## src/rtl/mcaws_pkg.sv

```systemverilog
// Shared types and constants for the multicast ack window sender.
// No dependencies; used by every module under rtl/ except mcaws_ram.
package mcaws_pkg;

  localparam int IdW   = 16;
  localparam int OwedW = 8;

  localparam logic [1:0] MODE_ENQ  = 2'd0;
  localparam logic [1:0] MODE_ACK  = 2'd1;
  localparam logic [1:0] MODE_NAK  = 2'd2;
  localparam logic [1:0] MODE_TICK = 2'd3;

  localparam logic [2:0] KIND_TRANSMIT = 3'd0;
  localparam logic [2:0] KIND_ACKREQ   = 3'd1;
  localparam logic [2:0] KIND_RELEASE  = 3'd2;
  localparam logic [2:0] KIND_FULL     = 3'd3;
  localparam logic [2:0] KIND_NONE     = 3'd4;

  localparam logic [1:0] CFG_REQ_RCV  = 2'd0;
  localparam logic [1:0] CFG_WIN_LIM  = 2'd1;
  localparam logic [1:0] CFG_ACK_TMO  = 2'd2;
  localparam logic [1:0] CFG_NAK_HOLD = 2'd3;

  typedef struct packed {
    logic [1:0]     mode;
    logic [IdW-1:0] seq_id;
    logic [2:0]     receiver;
  } in_t;

  typedef struct packed {
    logic [2:0]     kind;
    logic [IdW-1:0] out_id;
    logic [3:0]     pending;
    logic           last;
  } out_t;

  typedef struct packed {
    logic [IdW-1:0]   id;
    logic [OwedW-1:0] owed;
  } slot_t;

  typedef enum logic [3:0] {
    OP_NONE,
    OP_LOAD,
    OP_ENQ,
    OP_TICK,
    OP_PUSH_ACKREQ,
    OP_SRCH_INIT,
    OP_SRCH_MISS,
    OP_FOUND,
    OP_ACK_INIT,
    OP_ACK_STEP,
    OP_NAK_ARM,
    OP_NAK_STEP,
    OP_PUSH_NONE,
    OP_FLUSH
  } dp_op_t;

  typedef struct packed {
    dp_op_t op;
  } dp_cmd_t;

  typedef struct packed {
    logic can_push;
    logic out_free;
    logic tick_req;
    logic k_end;
    logic match;
    logic found;
    logic hold;
    logic ack_cont;
    logic any;
    logic is_ack;
  } dp_stat_t;

endpackage

```

## src/rtl/mcaws_ram.sv

```systemverilog
// Generic single-write, single-read RAM with registered read data.
// No dependencies.
module mcaws_ram #(
  parameter int WIDTH = 24,
  parameter int DEPTH = 16
) (
  input  logic                     clk,
  input  logic                     we,
  input  logic [$clog2(DEPTH)-1:0] waddr,
  input  logic [WIDTH-1:0]         wdata,
  input  logic [$clog2(DEPTH)-1:0] raddr,
  output logic [WIDTH-1:0]         rdata
);

  logic [WIDTH-1:0] mem [DEPTH];

  always_ff @(posedge clk) begin
    if (we) begin
      mem[waddr] <= wdata;
    end
    rdata <= mem[raddr];
  end

endmodule

```

## src/rtl/mcaws_dp.sv

```systemverilog
// Datapath: config registers, slot ring RAM, pointers, timers, result staging.
// Depends on mcaws_pkg and mcaws_ram.
module mcaws_dp #(
  parameter int WINDOW_SLOTS  = 16,
  parameter int NUM_RECEIVERS = 8
) (
  input  logic               clk,
  input  logic               rst_n,
  input  mcaws_pkg::in_t     in_data,
  input  logic               cfg_we,
  input  logic [1:0]         cfg_idx,
  input  logic [15:0]        cfg_wdata,
  input  mcaws_pkg::dp_cmd_t cmd,
  output mcaws_pkg::dp_stat_t stat,
  output logic               out_valid,
  input  logic               out_stall,
  output mcaws_pkg::out_t    out_data
);

  localparam int PW = $clog2(WINDOW_SLOTS);
  localparam logic [PW-1:0] LastSlot = PW'(WINDOW_SLOTS - 1);

  logic [7:0]  req_r;
  logic [3:0]  lim_r;
  logic [15:0] ato_r, nho_r;

  logic [PW-1:0] oldest_r, nfree_r, wp_r;
  logic [3:0]    held_r, k_r, pos_r, hs_r;
  logic          found_r, rel_r, any_r;
  logic [15:0]   sil_r, lnak_r, ntmr_r;
  logic [1:0]    mode_r;
  logic [15:0]   id_r;
  logic [2:0]    rcv_r;

  logic             stg_v_r, out_v_r;
  mcaws_pkg::out_t  stg_r, out_r;
  logic             stg_v_nxt, out_v_nxt;
  mcaws_pkg::out_t  stg_nxt, out_nxt;

  logic             ram_we;
  logic [PW-1:0]    ram_waddr;
  mcaws_pkg::slot_t ram_wdata, ram_rdata;

  mcaws_ram #(.WIDTH($bits(mcaws_pkg::slot_t)), .DEPTH(WINDOW_SLOTS)) u_ram (
    .clk   (clk),
    .we    (ram_we),
    .waddr (ram_waddr),
    .wdata (ram_wdata),
    .raddr (wp_r),
    .rdata (ram_rdata)
  );

  function automatic logic [PW-1:0] wrap_inc(input logic [PW-1:0] p);
    return (p == LastSlot) ? '0 : p + PW'(1);
  endfunction

  logic [7:0]  rcv_mask;
  logic [7:0]  clr;
  logic [6:0]  lim_eff;
  logic        full;
  logic [15:0] sil_inc;
  logic [PW-1:0] newest;
  logic        in_pos;
  logic [7:0]  owed_new;
  logic        out_free, can_push;
  logic        push;
  mcaws_pkg::out_t push_res;

  always_comb begin
    for (int i = 0; i < 8; i++) begin
      rcv_mask[i] = (i < NUM_RECEIVERS);
    end
  end

  assign clr      = ({29'd0, rcv_r} < NUM_RECEIVERS) ? (8'd1 << rcv_r) : 8'd0;
  assign lim_eff  = ({3'd0, lim_r} < 7'(WINDOW_SLOTS)) ? {3'd0, lim_r} : 7'(WINDOW_SLOTS);
  assign full     = {3'd0, held_r} >= lim_eff;
  assign sil_inc  = (sil_r == 16'hFFFF) ? sil_r : sil_r + 16'd1;
  assign newest   = (nfree_r == '0) ? LastSlot : nfree_r - PW'(1);
  assign in_pos   = found_r && (k_r <= pos_r);
  assign owed_new = in_pos ? (ram_rdata.owed & ~clr) : ram_rdata.owed;
  assign out_free = !out_v_r || !out_stall;
  assign can_push = !stg_v_r || out_free;

  always_comb begin
    stat.can_push = can_push;
    stat.out_free = out_free;
    stat.tick_req = (held_r != 4'd0) && (sil_inc >= ato_r);
    stat.k_end    = (k_r == held_r);
    stat.match    = (ram_rdata.id == id_r);
    stat.found    = found_r;
    stat.hold     = (id_r == lnak_r) && (ntmr_r < nho_r);
    stat.ack_cont = (k_r < hs_r) && (in_pos || rel_r);
    stat.any      = any_r;
    stat.is_ack   = (mode_r == mcaws_pkg::MODE_ACK);
  end

  // Result produced by this cycle's command, and slot write-back
  always_comb begin
    push      = 1'b0;
    push_res  = '{kind: mcaws_pkg::KIND_NONE, out_id: '0, pending: held_r, last: 1'b0};
    ram_we    = 1'b0;
    ram_waddr = nfree_r;
    ram_wdata = '{id: id_r, owed: req_r & rcv_mask};
    case (cmd.op)
      mcaws_pkg::OP_ENQ: begin
        push = 1'b1;
        push_res.out_id = id_r;
        if (full) begin
          push_res.kind = mcaws_pkg::KIND_FULL;
        end else begin
          push_res.kind    = mcaws_pkg::KIND_TRANSMIT;
          push_res.pending = held_r + 4'd1;
          ram_we           = 1'b1;
        end
      end
      mcaws_pkg::OP_TICK: begin
        push = !stat.tick_req;
      end
      mcaws_pkg::OP_PUSH_ACKREQ: begin
        push = 1'b1;
        push_res.kind   = mcaws_pkg::KIND_ACKREQ;
        push_res.out_id = ram_rdata.id;
      end
      mcaws_pkg::OP_ACK_STEP: begin
        ram_we    = 1'b1;
        ram_waddr = wp_r;
        ram_wdata = '{id: ram_rdata.id, owed: owed_new};
        if (rel_r && owed_new == 8'd0) begin
          push = 1'b1;
          push_res.kind    = mcaws_pkg::KIND_RELEASE;
          push_res.out_id  = ram_rdata.id;
          push_res.pending = held_r - 4'd1;
        end
      end
      mcaws_pkg::OP_NAK_STEP: begin
        push = 1'b1;
        push_res.kind   = mcaws_pkg::KIND_TRANSMIT;
        push_res.out_id = ram_rdata.id;
      end
      mcaws_pkg::OP_PUSH_NONE: begin
        push = 1'b1;
      end
      default: begin
      end
    endcase
  end

  // output register / staging: staging holds back one result so the
  // final one can be tagged last
  always_comb begin
    stg_v_nxt = stg_v_r;
    stg_nxt   = stg_r;
    out_v_nxt = out_v_r && !out_free;
    out_nxt   = out_r;
    if (push) begin
      stg_v_nxt = 1'b1;
      stg_nxt   = push_res;
      if (stg_v_r) begin
        out_v_nxt = 1'b1;
        out_nxt   = stg_r;
      end
    end else if (cmd.op == mcaws_pkg::OP_FLUSH) begin
      stg_v_nxt    = 1'b0;
      out_v_nxt    = 1'b1;
      out_nxt      = stg_r;
      out_nxt.last = 1'b1;
    end
  end

  always_ff @(posedge clk) begin
    if (!rst_n) begin
      req_r    <= 8'd0;
      lim_r    <= 4'd15;
      ato_r    <= 16'd10;
      nho_r    <= 16'd20;
      oldest_r <= '0;
      nfree_r  <= '0;
      wp_r     <= '0;
      held_r   <= 4'd0;
      k_r      <= 4'd0;
      pos_r    <= 4'd0;
      hs_r     <= 4'd0;
      found_r  <= 1'b0;
      rel_r    <= 1'b0;
      any_r    <= 1'b0;
      sil_r    <= 16'd0;
      lnak_r   <= 16'd0;
      ntmr_r   <= 16'hFFFF;
      mode_r   <= mcaws_pkg::MODE_ENQ;
      stg_v_r  <= 1'b0;
      out_v_r  <= 1'b0;
    end else begin
      if (cfg_we) begin
        case (cfg_idx)
          mcaws_pkg::CFG_REQ_RCV:  req_r <= cfg_wdata[7:0];
          mcaws_pkg::CFG_WIN_LIM:  lim_r <= cfg_wdata[3:0];
          mcaws_pkg::CFG_ACK_TMO:  ato_r <= cfg_wdata;
          mcaws_pkg::CFG_NAK_HOLD: nho_r <= cfg_wdata;
          default: begin
          end
        endcase
      end

      stg_v_r <= stg_v_nxt;
      stg_r   <= stg_nxt;
      out_v_r <= out_v_nxt;
      out_r   <= out_nxt;
      if (push) begin
        any_r <= 1'b1;
      end

      case (cmd.op)
        mcaws_pkg::OP_LOAD: begin
          mode_r <= in_data.mode;
          id_r   <= in_data.seq_id;
          rcv_r  <= in_data.receiver;
          any_r  <= 1'b0;
        end
        mcaws_pkg::OP_ENQ: begin
          if (!full) begin
            if (held_r == 4'd0) begin
              sil_r <= 16'd0;
            end
            nfree_r <= wrap_inc(nfree_r);
            held_r  <= held_r + 4'd1;
          end
        end
        mcaws_pkg::OP_TICK: begin
          if (ntmr_r != 16'hFFFF) begin
            ntmr_r <= ntmr_r + 16'd1;
          end
          if (held_r == 4'd0 || stat.tick_req) begin
            sil_r <= 16'd0;
          end else begin
            sil_r <= sil_inc;
          end
          wp_r <= newest;
        end
        mcaws_pkg::OP_SRCH_INIT: begin
          sil_r   <= 16'd0;
          k_r     <= 4'd0;
          wp_r    <= oldest_r;
          found_r <= 1'b0;
        end
        mcaws_pkg::OP_SRCH_MISS: begin
          k_r  <= k_r + 4'd1;
          wp_r <= wrap_inc(wp_r);
        end
        mcaws_pkg::OP_FOUND: begin
          found_r <= 1'b1;
          pos_r   <= k_r;
        end
        mcaws_pkg::OP_ACK_INIT: begin
          k_r   <= 4'd0;
          wp_r  <= oldest_r;
          rel_r <= 1'b1;
          hs_r  <= held_r;
        end
        mcaws_pkg::OP_ACK_STEP: begin
          if (rel_r && owed_new == 8'd0) begin
            oldest_r <= wrap_inc(oldest_r);
            held_r   <= held_r - 4'd1;
          end else begin
            rel_r <= 1'b0;
          end
          k_r  <= k_r + 4'd1;
          wp_r <= wrap_inc(wp_r);
        end
        mcaws_pkg::OP_NAK_ARM: begin
          lnak_r <= id_r;
          ntmr_r <= 16'd0;
        end
        mcaws_pkg::OP_NAK_STEP: begin
          k_r  <= k_r + 4'd1;
          wp_r <= wrap_inc(wp_r);
        end
        default: begin
        end
      endcase
    end
  end

  assign out_valid = out_v_r;
  assign out_data  = out_r;

  a_push_room: assert property (@(posedge clk) disable iff (!rst_n)
    push |-> can_push)
    else $error("result pushed with staging and output both full");

  a_held_bound: assert property (@(posedge clk) disable iff (!rst_n)
    {3'd0, held_r} <= 7'(WINDOW_SLOTS))
    else $error("held count exceeds ring depth");

  a_flush_clears: assert property (@(posedge clk) disable iff (!rst_n)
    cmd.op == mcaws_pkg::OP_FLUSH |=> !stg_v_r && out_v_r && out_r.last)
    else $error("flush did not move the final result out");

endmodule

```

## src/rtl/mcaws_ctrl.sv

```systemverilog
// Controller: sequences result steps, and for ack/nak search and walk steps.
// Depends on mcaws_pkg; drives mcaws_dp through a command struct.
module mcaws_ctrl (
  input  logic                clk,
  input  logic                rst_n,
  input  logic                in_valid,
  input  logic [1:0]          in_mode,
  output logic                in_stall,
  input  mcaws_pkg::dp_stat_t stat,
  output mcaws_pkg::dp_cmd_t  cmd
);

  typedef enum logic [3:0] {
    S_IDLE, S_ENQ, S_TICK, S_TICK_RD, S_TICK_USE, S_SINIT, S_S_RD, S_S_CHK,
    S_POST, S_A_RD, S_A_USE, S_N_RD, S_N_USE, S_NONE, S_FLUSH
  } state_t;

  state_t state_r, state_nxt;

  always_comb begin
    state_nxt = state_r;
    cmd.op    = mcaws_pkg::OP_NONE;
    case (state_r)
      S_IDLE: begin
        if (in_valid) begin
          cmd.op = mcaws_pkg::OP_LOAD;
          case (in_mode)
            mcaws_pkg::MODE_ENQ:  state_nxt = S_ENQ;
            mcaws_pkg::MODE_TICK: state_nxt = S_TICK;
            default:              state_nxt = S_SINIT;
          endcase
        end
      end
      S_ENQ: begin
        if (stat.can_push) begin
          cmd.op    = mcaws_pkg::OP_ENQ;
          state_nxt = S_FLUSH;
        end
      end
      S_TICK: begin
        if (stat.can_push) begin
          cmd.op    = mcaws_pkg::OP_TICK;
          state_nxt = stat.tick_req ? S_TICK_RD : S_FLUSH;
        end
      end
      S_TICK_RD: state_nxt = S_TICK_USE;
      S_TICK_USE: begin
        if (stat.can_push) begin
          cmd.op    = mcaws_pkg::OP_PUSH_ACKREQ;
          state_nxt = S_FLUSH;
        end
      end
      S_SINIT: begin
        cmd.op    = mcaws_pkg::OP_SRCH_INIT;
        state_nxt = S_S_RD;
      end
      S_S_RD: state_nxt = stat.k_end ? S_POST : S_S_CHK;
      S_S_CHK: begin
        if (stat.match) begin
          cmd.op    = mcaws_pkg::OP_FOUND;
          state_nxt = S_POST;
        end else begin
          cmd.op    = mcaws_pkg::OP_SRCH_MISS;
          state_nxt = S_S_RD;
        end
      end
      S_POST: begin
        if (stat.is_ack) begin
          cmd.op    = mcaws_pkg::OP_ACK_INIT;
          state_nxt = S_A_RD;
        end else if (!stat.found || stat.hold) begin
          state_nxt = S_NONE;
        end else begin
          cmd.op    = mcaws_pkg::OP_NAK_ARM;
          state_nxt = S_N_RD;
        end
      end
      S_A_RD: begin
        if (stat.ack_cont) begin
          state_nxt = S_A_USE;
        end else begin
          state_nxt = stat.any ? S_FLUSH : S_NONE;
        end
      end
      S_A_USE: begin
        if (stat.can_push) begin
          cmd.op    = mcaws_pkg::OP_ACK_STEP;
          state_nxt = S_A_RD;
        end
      end
      S_N_RD: state_nxt = stat.k_end ? S_FLUSH : S_N_USE;
      S_N_USE: begin
        if (stat.can_push) begin
          cmd.op    = mcaws_pkg::OP_NAK_STEP;
          state_nxt = S_N_RD;
        end
      end
      S_NONE: begin
        if (stat.can_push) begin
          cmd.op    = mcaws_pkg::OP_PUSH_NONE;
          state_nxt = S_FLUSH;
        end
      end
      S_FLUSH: begin
        if (stat.out_free) begin
          cmd.op    = mcaws_pkg::OP_FLUSH;
          state_nxt = S_IDLE;
        end
      end
      default: state_nxt = S_IDLE;
    endcase
  end

  always_ff @(posedge clk) begin
    if (!rst_n) begin
      state_r <= S_IDLE;
    end else begin
      state_r <= state_nxt;
    end
  end

  assign in_stall = (state_r != S_IDLE);

  a_load_idle: assert property (@(posedge clk) disable iff (!rst_n)
    cmd.op == mcaws_pkg::OP_LOAD |-> state_r == S_IDLE && in_valid)
    else $error("request loaded outside idle");

  a_flush_ends: assert property (@(posedge clk) disable iff (!rst_n)
    cmd.op == mcaws_pkg::OP_FLUSH |=> state_r == S_IDLE)
    else $error("flush did not end the request");

  a_step_room: assert property (@(posedge clk) disable iff (!rst_n)
    (cmd.op == mcaws_pkg::OP_ACK_STEP || cmd.op == mcaws_pkg::OP_NAK_STEP)
      |-> stat.can_push)
    else $error("walk step issued without result room");

endmodule

```

## src/rtl/multicast_ack_window_sender.sv

```systemverilog
// Transmit window of a reliable multicast sender.
// Requests enter on in_valid/in_stall as in_data (mode, seq_id, receiver):
// enqueue, ack, nak or tick. Results leave on out_valid/out_stall as
// out_data (kind, out_id, pending, last); last marks the final result of a
// request. Each request yields 1 to 15 results.
// Registers are written on cfg_we with cfg_idx/cfg_wdata; the user must
// write them only while idle, as the block does not enforce it. One
// request at a time; in_stall is high from acceptance until its last
// result is in the output register. Ack and nak requests search the
// window and then walk it slot by slot, each slot taking a read step and
// a use step, as the slot RAM has a single registered read port.
// One result is staged behind the output register so the last one can be
// tagged; out_stall holds the output and the sequencer waits for room.
// Reset (rst_n low, synchronous) empties the window, restores register
// defaults and drops any result in flight; slot RAM contents need no clear.
// Depends on mcaws_pkg, mcaws_ctrl, mcaws_dp, mcaws_ram.
module multicast_ack_window_sender #(
  parameter int WINDOW_SLOTS  = 16,
  parameter int NUM_RECEIVERS = 8
) (
  input  logic            clk,
  input  logic            rst_n,
  input  logic            in_valid,
  output logic            in_stall,
  input  mcaws_pkg::in_t  in_data,
  output logic            out_valid,
  input  logic            out_stall,
  output mcaws_pkg::out_t out_data,
  input  logic            cfg_we,
  input  logic [1:0]      cfg_idx,
  input  logic [15:0]     cfg_wdata
);

  mcaws_pkg::dp_cmd_t  cmd;
  mcaws_pkg::dp_stat_t stat;

  mcaws_ctrl u_ctrl (
    .clk      (clk),
    .rst_n    (rst_n),
    .in_valid (in_valid),
    .in_mode  (in_data.mode),
    .in_stall (in_stall),
    .stat     (stat),
    .cmd      (cmd)
  );

  mcaws_dp #(
    .WINDOW_SLOTS  (WINDOW_SLOTS),
    .NUM_RECEIVERS (NUM_RECEIVERS)
  ) u_dp (
    .clk       (clk),
    .rst_n     (rst_n),
    .in_data   (in_data),
    .cfg_we    (cfg_we),
    .cfg_idx   (cfg_idx),
    .cfg_wdata (cfg_wdata),
    .cmd       (cmd),
    .stat      (stat),
    .out_valid (out_valid),
    .out_stall (out_stall),
    .out_data  (out_data)
  );

endmodule
```

## config.mk

```make
export PLATFORM = sky130hd
export DESIGN_NAME = multicast_ack_window_sender
export DESIGN_NICKNAME = d
export VERILOG_FILES = /design/src/rtl/mcaws_pkg.sv /design/src/rtl/mcaws_ram.sv /design/src/rtl/mcaws_dp.sv /design/src/rtl/mcaws_ctrl.sv /design/src/rtl/multicast_ack_window_sender.sv
export SDC_FILE = /design/constraint.sdc
export NUM_CORES = 1
export LEC_CHECK = 0
export BUFFER_PORTS_ARGS = -buffer_cell sky130_fd_sc_hd__buf_2
export CAP_MARGIN = 20
export CELL_PAD_IN_SITES_DETAIL_PLACEMENT = 1
export CELL_PAD_IN_SITES_GLOBAL_PLACEMENT = 1
export CORE_AREA = 2 2 194 386
export CTS_BUF_LIST = sky130_fd_sc_hd__clkbuf_4 sky130_fd_sc_hd__clkbuf_8
export DETAILED_ROUTE_END_ITERATION = 8
export DIE_AREA = 0 0 196 388
export PLACE_DENSITY_LB_ADDON = 0.1
export SLEW_MARGIN = 20
export SYNTH_ARGS = -nofsm -noshare
export SYNTH_HDL_FRONTEND = slang
export SYNTH_SLANG_ARGS = --single-unit
export TNS_END_PERCENT = 100
```

## constraint.sdc

```tcl
create_clock -name clk -period 10.4 [get_ports clk]
set_clock_uncertainty 0.15 [all_clocks]
set_input_delay 0.52 -clock clk [delete_from_list [all_inputs] [get_ports clk]]
set_output_delay 0.52 -clock clk [all_outputs]
set_load 0.01 [all_outputs]
```

==> results_dict.tcl <==
set metrics [dict create \
    outcome "finished, final reports clean" \
    clockBufferDepth 3 \
    fin_tns_setup_ns 0 \
    synthesis.area_um2 25300 \
    num_vias 15100 \
    critPathMaxStageDelay_ns 0.70 \
    ioPinCount 70 \
    antenna_found_initial 1 \
    post-cts-setup-buffers 0 \
    synth_nets 1819 \
    power_density_nw_per_um2 234 \
    synth-main-ff-cell "edfxtp_1" \
    cts_buffers 89 \
    first_pass_iters 5 \
    seq_area_frac_synth 0.657 \
    critPathBufInv 1 \
    worstSkewPairLatency_ns 0.71 \
    start_kind "flip-flop" \
    final_cell_mix "edfxtp_1 (450), dfxtp_1 (151), nand2_1 (143)" \
    async_flop_share 0 \
    drive_gt1_frac 0.229 \
    p_switching_mw 2.09 \
    swShare 0.307 \
    intPower_mw 4.72 \
    cts_tree "yes" \
    min_from "cfg_idx[0]" \
    synth_seq_cells 605 \
    syn_to_final_growth_pct 15.2 \
    post-dp-hpwl_um 46900 \
    grt_pass1_vias 16500 \
    placed_cells 2665 \
    drv_cap 0 \
    grt_max_degree 72 \
    cts-root-buf "clkbuf_8" \
    dpl_cell_area_um2 26900 \
    overflow 0 \
    p_leak_nw 9.70 \
    endpoint_kind "flip-flop" \
    critPathRequiredTime_ns 10.58 \
    cp_max_fo 24 \
    synth_area_leaders "edfxtp_1 (53%), dfxtp_1 (12%), mux4_2 (11%), ha_1 (2.7%), nand2_1 (2.1%)" \
    die_h_um 388 \
    crit_top_cell "nand2_1" \
    synth_area_leader_cell "edfxtp_1" \
    crit_path_cell_trace "nand4_1 > nor3_1 > nand2_1 > nand2b_1 > nor2_1 > xor2_1 > ha_1 > a21oi_1 > a21boi_0 > a2111oi_0 > o21ai_1 > buf_4 > a21bo_2 > nand2_1 > nand3_1 > a31oi_4" \
    final_common_cell "edfxtp_1" \
    holdWs_ns 0.113 \
    syn_area_per_cell_um2 14.7 \
    synth_top_area_share 0.535 \
    drt-wirelength-per-cell_um 25.4 \
    period_needed_ns 5.69 \
    rsz0062_at_grt "no" \
    first_iter_violations 717 \
    p_seq_frac 0.474 \
    fmaxAchievable_ghz 0.176 \
    relSlewSlack 0.282 \
    port_buffers 69 \
    yosysUniqueCellTypes 76 \
    final_util 0.400 \
    initial_core_util 0.347 \
    via_per_inst 5.25 \
    clock_sinks 605 \
    critPathTopFamily "simple AND/OR/NAND/NOR gates" \
    tightest_slew_ns 1.07 \
    finalInstanceArea_um2 29100 \
    finalHoldViolCount 0 \
    grt_usage 0.195 \
    arrival_ns 5.87 \
    row_count 140 \
    peakVddDrop_uv 96.7 \
    die_w_um 196 \
    yosysWarnings 0 \
    finalMaxSlewViolations 0 \
    synth_edf_count 450 \
    wl_um 72900 \
    ant_nets 0 \
    finalCritPeriodShare 0.547 \
    critPathSlowestCell "a31oi_4" \
    htree_levels 3 \
    dieArea_um2 76000 \
    place.gp.congestion 0.809 \
    grt_pass1_wl_um 108000 \
    combPwrFrac 0.233 \
    min_path_type "input port to flip-flop" \
    setup_viol 0 \
    synthCells 1721 \
    fin_cells 2868 \
    coreArea_um2 72900 \
    path_class "flip-flop to flip-flop" \
    r2r-start "u_dp.sil_r[3]" \
    route.detailed.drc 0 \
    clkPwrFrac 0.293 \
    fin_nets 1971 \
    cts.clk_slew.worst_paths_ns 0.06 \
    cp-startpoint "u_dp.sil_r[3]" \
]
[registers in the layout, indices dropped and copies added (netlist names), 4 cells and up]
name              count
u_dp.u_ram.mem      384
u_dp.out_data        24
u_dp.u_ram.rdata     24
u_dp.stg_r           23
u_dp.ato_r           16
u_dp.id_r            16
u_dp.lnak_r          16
u_dp.nho_r           16
u_dp.ntmr_r          16
u_dp.sil_r           16
u_dp.req_r            8
u_ctrl.state_r        4
u_dp.held_r           4
u_dp.hs_r             4
u_dp.k_r              4
u_dp.lim_r            4
u_dp.nfree_r          4
u_dp.oldest_r         4
u_dp.pos_r            4
u_dp.wp_r             4
[through the flow]
| stage | total power [mW] | worst slack, ns |
|---|---|---|
| finish | 6.81 | 4.71 |
| global route | 7.16 | 4.15 |
| CTS | 6.94 | 4.50 |
| detailed placement | 4.90 | 4.56 |
| global placement | 4.88 | 4.69 |
| floorplan | 4.31 | 5.30 |
[kinds of logic (layout without fill, tap and decap cells)]
| group | Yosys count | in the layout | share of synthesized area |
|---|---|---|---|
| flip-flops | 605 | 605 | 0.657 |
| AND/OR/NAND/NOR | 423 | 423 | 0.0805 |
| AO/OA/AOI/OAI | 264 | 264 | 0.0651 |
| multiplexers | 161 | 161 | 0.124 |
| buffers and inverters | 149 | 372 | 0.0239 |
| XOR/XNOR | 65 | 65 | 0.0225 |
| adder cells (fa/ha/maj) | 54 | 54 | 0.0267 |
| other | 0 | 1 | 0 |
[final timing paths]
kind / end / slack [ns] / depth (start not counted)
min reg2reg: u_dp.out_data[9] / 0.26 / 0
max: u_dp.out_data[12] / 4.71 / 16
min: u_dp.ato_r[8] / 0.11 / 4
max reg2reg: u_dp.out_data[12] / 4.71 / 16
[tightest hold or removal path, stage by stage]
cell and delay (ns):
buf_2 0.13, nor2_1 0.09, nand2_1 0.09, a21oi_1 0.06
[metal layers]
metal	track usage	part of all wire	routed length, um	vias to the layer above
met5	0	0	0	-
li1	-	-	-	6894
met2	0.382	0.57	41500	279
met3	0.0327	0.034	2500	124
met1	0.204	0.36	26600	7769
met4	0.0752	0.032	2350	0
[synthesized netlist by cell type (11+ instances only)]
library cell and n:
nor4_1 11, a31oi_1 17, buf_2 11, mux2i_1 23, nor2_1 93, mux2_2 18
dfxtp_1 155, inv_1 60, a22o_1 16, nor3_1 25, clkbuf_1 59, ha_1 54
buf_1 11, a21oi_1 82, nand4_1 15, nand2b_1 14, xor2_1 43, edfxtp_1 450
nand3_1 56, o211ai_1 11, mux4_2 120, xnor2_1 22, nand2_1 144, o21ai_0 72
[final cells by class]
| class | count | area, um^2 |
|---|---|---|
| flip-flops and latches | 605 | 16600 |
| multi-input cells | 967 | 8230 |
| fillers | 7421 | 43700 |
| clock buffers | 126 | 1570 |
| clock inverters | 36 | 260 |
| well taps | 923 | 1150 |
| repair buffers | 149 | 1060 |
| diodes | 1 | 2.50 |
| inverters | 61 | 229 |
[power by group through the flow]
| stage | combinational (mW) | sequential [mW] | clock [mW] |
|---|---|---|---|
| detailed placement | 1.61 | 3.29 | 0 |
| global route | 1.73 | 3.27 | 2.16 |
| floorplan | 1.23 | 3.08 | 0 |
| CTS | 1.62 | 3.24 | 2.08 |
| global placement | 1.58 | 3.29 | 0 |
| finish | 1.58 | 3.23 | 2.00 |
[timing repair]
action | CTS | global route
endpoints found under the hold margin | 56 | 0
hold buffers | 39 | 0
gates resized for setup | 0 | 0
No activity file was read; power rests on OpenSTA's default activity.
